===== config.mk =====
export PLATFORM = sky130hd
export DESIGN_NAME = date_add_days_top
export DESIGN_NICKNAME = d
export VERILOG_FILES = /design/src/hdl/dad_pkg.sv /design/src/hdl/date_add_days_top.sv /design/src/hdl/dad_dp.sv /design/src/hdl/dad_ctrl.sv
export SDC_FILE = /design/constraint.sdc
export NUM_CORES = 1
export LEC_CHECK = 0
export BUFFER_PORTS_ARGS = -buffer_cell sky130_fd_sc_hd__buf_2
export CORE_ASPECT_RATIO = 0.75
export CORE_UTILIZATION = 40
export DETAILED_ROUTE_END_ITERATION = 8
export PLACE_DENSITY = 0.67
export SLEW_MARGIN = 30
export SYNTH_ARGS = -nofsm -noshare
export SYNTH_HDL_FRONTEND = slang
export SYNTH_SLANG_ARGS = --single-unit

===== constraint.sdc =====
create_clock -name i_clk -period 5.1 [get_ports i_clk]
set_input_delay 0 -clock i_clk [delete_from_list [all_inputs] [get_ports i_clk]]
set_output_delay 0 -clock i_clk [all_outputs]
set_load 0.005 [all_outputs]

===== src/hdl/dad_pkg.sv =====
// Shared types, widths and calendar helpers for the date add unit.
package dad_pkg;

    localparam int DAY_W   = 5;
    localparam int MONTH_W = 4;
    localparam int YEAR_W  = 12;
    localparam int OFF_W   = 16;
    // running day sum: start day plus offset, signed
    localparam int ACC_W   = OFF_W + 1;

    localparam logic [MONTH_W-1:0] JAN = 4'd1;
    localparam logic [MONTH_W-1:0] FEB = 4'd2;
    localparam logic [MONTH_W-1:0] DEC = 4'd12;
    localparam logic [YEAR_W-1:0]  YEAR_MIN = 12'd1;
    localparam logic [YEAR_W-1:0]  YEAR_MAX = 12'd4095;

    typedef struct packed {
        logic load;   // take a new item into the datapath
        logic step;   // advance one month forward or backward
    } t_dp_cmd;

    typedef struct packed {
        logic done;   // date is normalized or has run out of range
    } t_dp_stat;

    // Length of a month (1..12); leap when year divisible by four.
    function automatic logic [DAY_W-1:0] month_len(input logic [MONTH_W-1:0] month,
                                                    input logic [YEAR_W-1:0] year);
        logic [DAY_W-1:0] len;
        unique case (month)
            4'd2:                                 len = 5'd28;
            4'd4, 4'd6, 4'd9, 4'd11:              len = 5'd30;
            default:                              len = 5'd31;
        endcase
        if (month == FEB && year[1:0] == 2'b00) begin
            len = 5'd29;
        end
        return len;
    endfunction

endpackage


===== src/hdl/date_add_days_top.sv =====
// Top level of the date add unit: moves a calendar date by a signed day count.
//
//  channel  | handshake         | payload
//  ---------+-------------------+------------------------------------------------
//  input    | start, busy       | i_start_day, i_start_month, i_start_year,
//           |                   | i_day_offset
//  result   | o_valid (strobe)  | o_result_day, o_result_month, o_result_year,
//           |                   | o_range_error
//
// An item is taken when start is high and busy is low. The walk moves one
// month per clock in the datapath until the date has settled, and the
// controller then registers the result strobe.
// o_valid is high for one cycle and the receiver cannot hold it off; a new item
// may be started in that same cycle. Reset is synchronous, active low, and
// clears the controller; a year leaving 1..4095 ends the walk with range_error.
module date_add_days_top import dad_pkg::*; (
    input  logic                    i_clk,
    input  logic                    i_rst_n,
    input  logic                    start,
    output logic                    busy,
    input  logic [DAY_W-1:0]        i_start_day,
    input  logic [MONTH_W-1:0]      i_start_month,
    input  logic [YEAR_W-1:0]       i_start_year,
    input  logic signed [OFF_W-1:0] i_day_offset,
    output logic                    o_valid,
    output logic [DAY_W-1:0]        o_result_day,
    output logic [MONTH_W-1:0]      o_result_month,
    output logic [YEAR_W-1:0]       o_result_year,
    output logic                    o_range_error
);

    t_dp_cmd  dp_cmd;
    t_dp_stat dp_stat;

    // sequencing: load, step until normalized, strobe
    dad_ctrl u_ctrl (
        .i_clk   (i_clk),
        .i_rst_n (i_rst_n),
        .i_start (start),
        .i_stat  (dp_stat),
        .o_cmd   (dp_cmd),
        .o_busy  (busy),
        .o_valid (o_valid)
    );

    // day/month/year walk
    dad_dp u_dp (
        .i_clk          (i_clk),
        .i_rst_n        (i_rst_n),
        .i_cmd          (dp_cmd),
        .i_start_day    (i_start_day),
        .i_start_month  (i_start_month),
        .i_start_year   (i_start_year),
        .i_day_offset   (i_day_offset),
        .o_stat         (dp_stat),
        .o_result_day   (o_result_day),
        .o_result_month (o_result_month),
        .o_result_year  (o_result_year),
        .o_range_error  (o_range_error)
    );

    // a result follows a busy walk, never overlaps it
    a_valid_after_busy: assert property (@(posedge i_clk) disable iff (!i_rst_n)
        o_valid |-> !busy && $past(busy))
        else $error("result strobe without a preceding walk");

    a_valid_single: assert property (@(posedge i_clk) disable iff (!i_rst_n)
        o_valid |=> !o_valid)
        else $error("result strobe longer than one cycle");

    a_accept_busy: assert property (@(posedge i_clk) disable iff (!i_rst_n)
        start && !busy |=> busy)
        else $error("accepted item did not raise busy");

    // a good result is a real calendar date
    a_result_date: assert property (@(posedge i_clk) disable iff (!i_rst_n)
        o_valid && !o_range_error |->
            o_result_day != 5'd0 && o_result_month != 4'd0
            && o_result_month <= DEC && o_result_year != 12'd0
            && o_result_day <= month_len(o_result_month, o_result_year))
        else $error("normalized date out of calendar range");

endmodule


===== src/hdl/dad_dp.sv =====
// Datapath: day accumulator, month and year registers, one month per step.
module dad_dp import dad_pkg::*; (
    input  logic                    i_clk,
    input  logic                    i_rst_n,
    input  t_dp_cmd                 i_cmd,
    input  logic [DAY_W-1:0]        i_start_day,
    input  logic [MONTH_W-1:0]      i_start_month,
    input  logic [YEAR_W-1:0]       i_start_year,
    input  logic signed [OFF_W-1:0] i_day_offset,
    output t_dp_stat                o_stat,
    output logic [DAY_W-1:0]        o_result_day,
    output logic [MONTH_W-1:0]      o_result_month,
    output logic [YEAR_W-1:0]       o_result_year,
    output logic                    o_range_error
);

    logic signed [ACC_W-1:0] r_day,   n_day;
    logic [MONTH_W-1:0]      r_month, n_month;
    logic [YEAR_W-1:0]       r_year,  n_year;
    logic                    r_err,   n_err;
    logic [DAY_W-1:0]        r_sd;
    logic [MONTH_W-1:0]      r_sm;
    logic [YEAR_W-1:0]       r_sy;

    logic [DAY_W-1:0]        len_cur, len_prev;
    logic [MONTH_W-1:0]      prev_month, clamp_month;
    logic [YEAR_W-1:0]       prev_year;
    logic                    too_big, too_small;

    assign len_cur    = month_len(r_month, r_year);
    assign prev_month = (r_month == JAN) ? DEC : r_month - 4'd1;
    assign prev_year  = (r_month == JAN) ? r_year - 12'd1 : r_year;
    assign len_prev   = month_len(prev_month, prev_year);

    assign too_big   = r_day > $signed({{(ACC_W-DAY_W){1'b0}}, len_cur});
    assign too_small = r_day < $signed(ACC_W'(1));

    assign clamp_month = (i_start_month == 4'd0) ? JAN :
                         (i_start_month > DEC)   ? DEC : i_start_month;

    always_comb begin
        n_day   = r_day;
        n_month = r_month;
        n_year  = r_year;
        n_err   = r_err;
        if (i_cmd.load) begin
            n_day   = $signed({{(ACC_W-DAY_W){1'b0}}, i_start_day})
                    + $signed({i_day_offset[OFF_W-1], i_day_offset});
            n_month = clamp_month;
            n_year  = i_start_year;
            n_err   = (i_start_year == 12'd0);
        end else if (i_cmd.step) begin
            if (too_big) begin
                n_day = r_day - $signed({{(ACC_W-DAY_W){1'b0}}, len_cur});
                if (r_month == DEC) begin
                    n_month = JAN;
                    n_year  = r_year + 12'd1;
                    n_err   = (r_year == YEAR_MAX);
                end else begin
                    n_month = r_month + 4'd1;
                end
            end else if (too_small) begin
                // going below year 1 stops the walk at once
                n_month = prev_month;
                n_year  = prev_year;
                if (r_month == JAN && r_year == YEAR_MIN) begin
                    n_err = 1'b1;
                end else begin
                    n_day = r_day + $signed({{(ACC_W-DAY_W){1'b0}}, len_prev});
                end
            end
        end
    end

    always_ff @(posedge i_clk) begin
        if (!i_rst_n) begin
            r_err <= 1'b0;
        end else begin
            r_err <= n_err;
        end
        r_day   <= n_day;
        r_month <= n_month;
        r_year  <= n_year;
        if (i_cmd.load) begin
            r_sd <= i_start_day;
            r_sm <= i_start_month;
            r_sy <= i_start_year;
        end
    end

    assign o_stat.done    = r_err || (!too_big && !too_small);
    assign o_result_day   = r_err ? r_sd : r_day[DAY_W-1:0];
    assign o_result_month = r_err ? r_sm : r_month;
    assign o_result_year  = r_err ? r_sy : r_year;
    assign o_range_error  = r_err;

endmodule


===== src/hdl/dad_ctrl.sv =====
// Controller: accepts items, steps the datapath, strobes the result.
module dad_ctrl import dad_pkg::*; (
    input  logic     i_clk,
    input  logic     i_rst_n,
    input  logic     i_start,
    input  t_dp_stat i_stat,
    output t_dp_cmd  o_cmd,
    output logic     o_busy,
    output logic     o_valid
);

    typedef enum logic [1:0] {
        S_IDLE,
        S_RUN,
        S_RESP
    } t_state;

    t_state r_state, n_state;
    logic   r_busy,  n_busy;
    logic   r_valid, n_valid;

    assign o_cmd.load = i_start && !r_busy;
    assign o_cmd.step = (r_state == S_RUN) && !i_stat.done;

    always_comb begin
        n_state = r_state;
        n_busy  = r_busy;
        n_valid = 1'b0;
        unique case (r_state)
            S_IDLE, S_RESP: begin
                if (i_start) begin
                    n_state = S_RUN;
                    n_busy  = 1'b1;
                end else begin
                    n_state = S_IDLE;
                end
            end
            S_RUN: begin
                if (i_stat.done) begin
                    n_state = S_RESP;
                    n_busy  = 1'b0;
                    n_valid = 1'b1;
                end
            end
            default: begin
                n_state = S_IDLE;
                n_busy  = 1'b0;
            end
        endcase
    end

    always_ff @(posedge i_clk) begin
        if (!i_rst_n) begin
            r_state <= S_IDLE;
            r_busy  <= 1'b0;
            r_valid <= 1'b0;
        end else begin
            r_state <= n_state;
            r_busy  <= n_busy;
            r_valid <= n_valid;
        end
    end

    assign o_busy  = r_busy;
    assign o_valid = r_valid;

endmodule

==> results.ini <==
[final_layout]
antenna_cells=0
final_design_area_no_fill_um2=5697
finish.net_count=657
fraction_of_layout_instances_using_a_drive_strength_above_1=0.2013
area_growth_pct=21.19

[critical_path]
critical_path.reg2reg.startpoint=u_dp.r_month[0]
critical_path.reg2reg.endpoint=u_dp.r_day[4]
arrival_time_at_the_worst_endpoint_ps=3850
crit_family=compound AO/OA/AOI/OAI gates
slowest_delay_ps=550
worst_reg_to_reg_setup_slack_ps=1390
crit_buf_inv=1
criticalPathCategory=reg -> reg
required_time_at_the_endpoint_of_the_critical_path_ps=5240
worst_setup_path_startpoint=u_dp.r_month[0]
r2r_cells=12
cp-end-kind=flip-flop
critical_path.startpoint_type=flip-flop
crit_chain=inv_1 > ha_1 > nand2_1 > nand2_1 > o21ai_0 > ha_1 > nor2b_1 > o21ai_0 > o21ai_2 > nand2_2 > o221a_2 > a211oi_1
critPathMaxFanout=18
cp.depth=12
slowest_cell_on_the_critical_path=o21ai_2

[routing]
first_pass_iters=5
viasPerCell=5.861
drcViolationCount=0
via_count=4443
first_iter_violations=494
wirelength_mm=13.05
routedWlPerCell_um=17.22
route.antenna.remaining_nets=0

[clock_network]
cts_tree=yes
clock-sinks=59
clock_tree.buffer_depth=2
post_cts_hold_buffer_count=23
cts.repair_timing.setup_buffer_count=0
ctsRootBufferMaster=clkbuf_16
numCtsBuffers=9
cts-resized-gates=0
htreeDepth=3
clkSlewWorstSetupHoldPaths_ps=50
clock_latency_ps=340

[placement]
place.detailed.hpwl_mm=9.305
globalplace.congestion=0.8901
placement.io_buffers=63
post_dp_cell_area_um2=5135
dpl_worst_slack_ps=1557

[yosys]
synth_top_area_cell=edfxtp_1
ys.flop_type=edfxtp_1
synthesis.instances=522
ys_seq_area_frac=0.3662
postSynthNetCount=583
postSynth.asyncResetShare=0
synth_cell_types=72
mean_post_synth_cell_area_um2=9.005
syn_area_um2=4701
synth_top_area_share=0.3450
synth_enable_flop_cells=54
ys_seq_elements=59
yosys_warn_count=0
synth_area_leaders=edfxtp_1 34%, ha_1 4.8%, o21ai_0 4.3%

[power_and_ir_drop]
total_power_mw=1.965
vdd.ir_drop.worst_mv=0.1656
p_leak_nw=2.137
powerDensity_nw_per_um2=345.0

[sta]
finClkSkew_ps=8.511
period_share=0.7270
finalHoldWorstSlack_ps=55.68
fin_setup_tns_ps=0
slew_viol_final=0
maxSlewHeadroom=0.4765
timing_worst_slew_pin_value_ps=778.0
min_period_ps=3708
timing.fmax_ghz=0.2697
grt_setup_unrepaired=no
setup_viol=0
timing.final.hold_violations=0
final_critical_path_setup_slack_ps=1392

[min_path]
worst_hold_path.num_cells=3
hold_class=in -> reg
worst_hold_path.endpoint=u_dp.r_day[16]
worstHoldStart=i_day_offset[15]

[global_routing]
grt_util_all_layers=0.2266
grt_antenna_before_repair=0
grt_start_max_net_pins=50
grt.overflow.total=0
grt_pass1_wl_mm=21.37
vias_in_the_first_global_route=4151

[flow_run]
cap_violations=0

[floorplan]
core_um2=11190
std_cell_rows=33
die_w_um=127.2
floorplan.die.height_um=95.88
top_level_ports=64
dieArea_um2=12190
start_util=0.4201

[outcome]
run_status=completed

per-layer routing:
layer | part of all wire | vias to the layer above | global-route usage
li1 | - | 2128 | -
met1 | 0.50 | 2102 | 0.3262
met2 | 0.41 | 189 | 0.3333
met3 | 0.069 | 24 | 0.05559
met4 | 0.015 | 0 | 0.06944
met5 | 0 | - | 0
cell families (layout without fill, tap and decap cells):
kind of cell             Yosys count  in the layout  synth area share
AO/OA/AOI/OAI                    140            140            0.2073
flip-flops                        59             59            0.3663
buffers and inverters             50            129           0.04418
AND/OR/NAND/NOR                  209            209            0.2326
multiplexers                      18             18           0.04232
adder cells (fa/ha/maj)           21             21           0.06069
XOR/XNOR                          25             25           0.04658
worst max path at each step:
stage	end	slack, ps
after global placement	u_dp.r_day[1]	1750
after CTS	u_dp.r_day[4]	1470
after floorplan	u_dp.r_day[0]	940
after detailed placement	u_dp.r_day[4]	1560
final	u_dp.r_day[4]	1390
after global routing	u_dp.r_day[4]	1110
placed cells by master (no fill, tap or decap), drive strengths merged, types with 9 or more instances in the layout:
master       instances
ha                  18
a31oi               14
nand4               13
xor2                14
inv                 19
nand2               51
nand3               13
a21oi               18
edfxtp              54
clkbuf               9
nor4                 9
mux2                15
buf                 70
nor3                17
and3                12
nor2                48
o21ai               42
dlygate4sd3         23
o211ai              11
xnor2               11
cell usage after synthesis (all sizes together) (9+ instances only):
cell type,instances
and3,12
xnor2,11
o21ai,42
inv,19
nand2,51
clkbuf,25
a21oi,18
mux2,15
nor4,9
nor2,48
ha,18
nand4,13
o211ai,11
a31oi,14
nand3,13
edfxtp,54
xor2,14
nor3,17
state kept, by name, indices dropped and copies added (netlist names):
register	cells
u_dp.o_range_error	1
u_ctrl.o_busy	1
u_dp.r_sm	4
u_ctrl.r_state	2
u_dp.r_sy	12
u_dp.r_day	17
u_dp.r_sd	5
u_dp.r_year	12
u_ctrl.o_valid	1
u_dp.r_month	4
area by class of cell:
| type | count | area (um^2) |
|---|---|---|
| fill | 1060 | 5493 |
| multi-input combinational | 413 | 2774 |
| sequential | 59 | 1722 |
| timing repair buffer | 93 | 598.1 |
| clock buffer | 9 | 225.2 |
| tap | 157 | 196.4 |
| clock inverter | 7 | 106.4 |
| inverter | 20 | 75.07 |
where the power goes:
part,total [mW],internal [mW],switching [mW]
clock network,0.687,0.470,0.216
logic,0.572,0.246,0.326
registers,0.707,0.617,0.0895
total,1.97,1.33,0.632
worst register-to-register path, stage by stage (launching register included):
cell,delay [ps]
edfxtp_1,470
inv_1,190
ha_1,280
nand2_1,100
nand2_1,80
o21ai_0,110
ha_1,250
nor2b_1,180
o21ai_0,220
o21ai_2,550
nand2_2,410
o221a_2,400
a211oi_1,270
through the flow:
stage	cells	util
detailed placement	719	0.4589
finish	758	0.5091
global placement	719	0.4589
floorplan	522	-
global route	758	0.5091
CTS	758	0.5091
No activity file was read; power rests on OpenSTA's default activity.
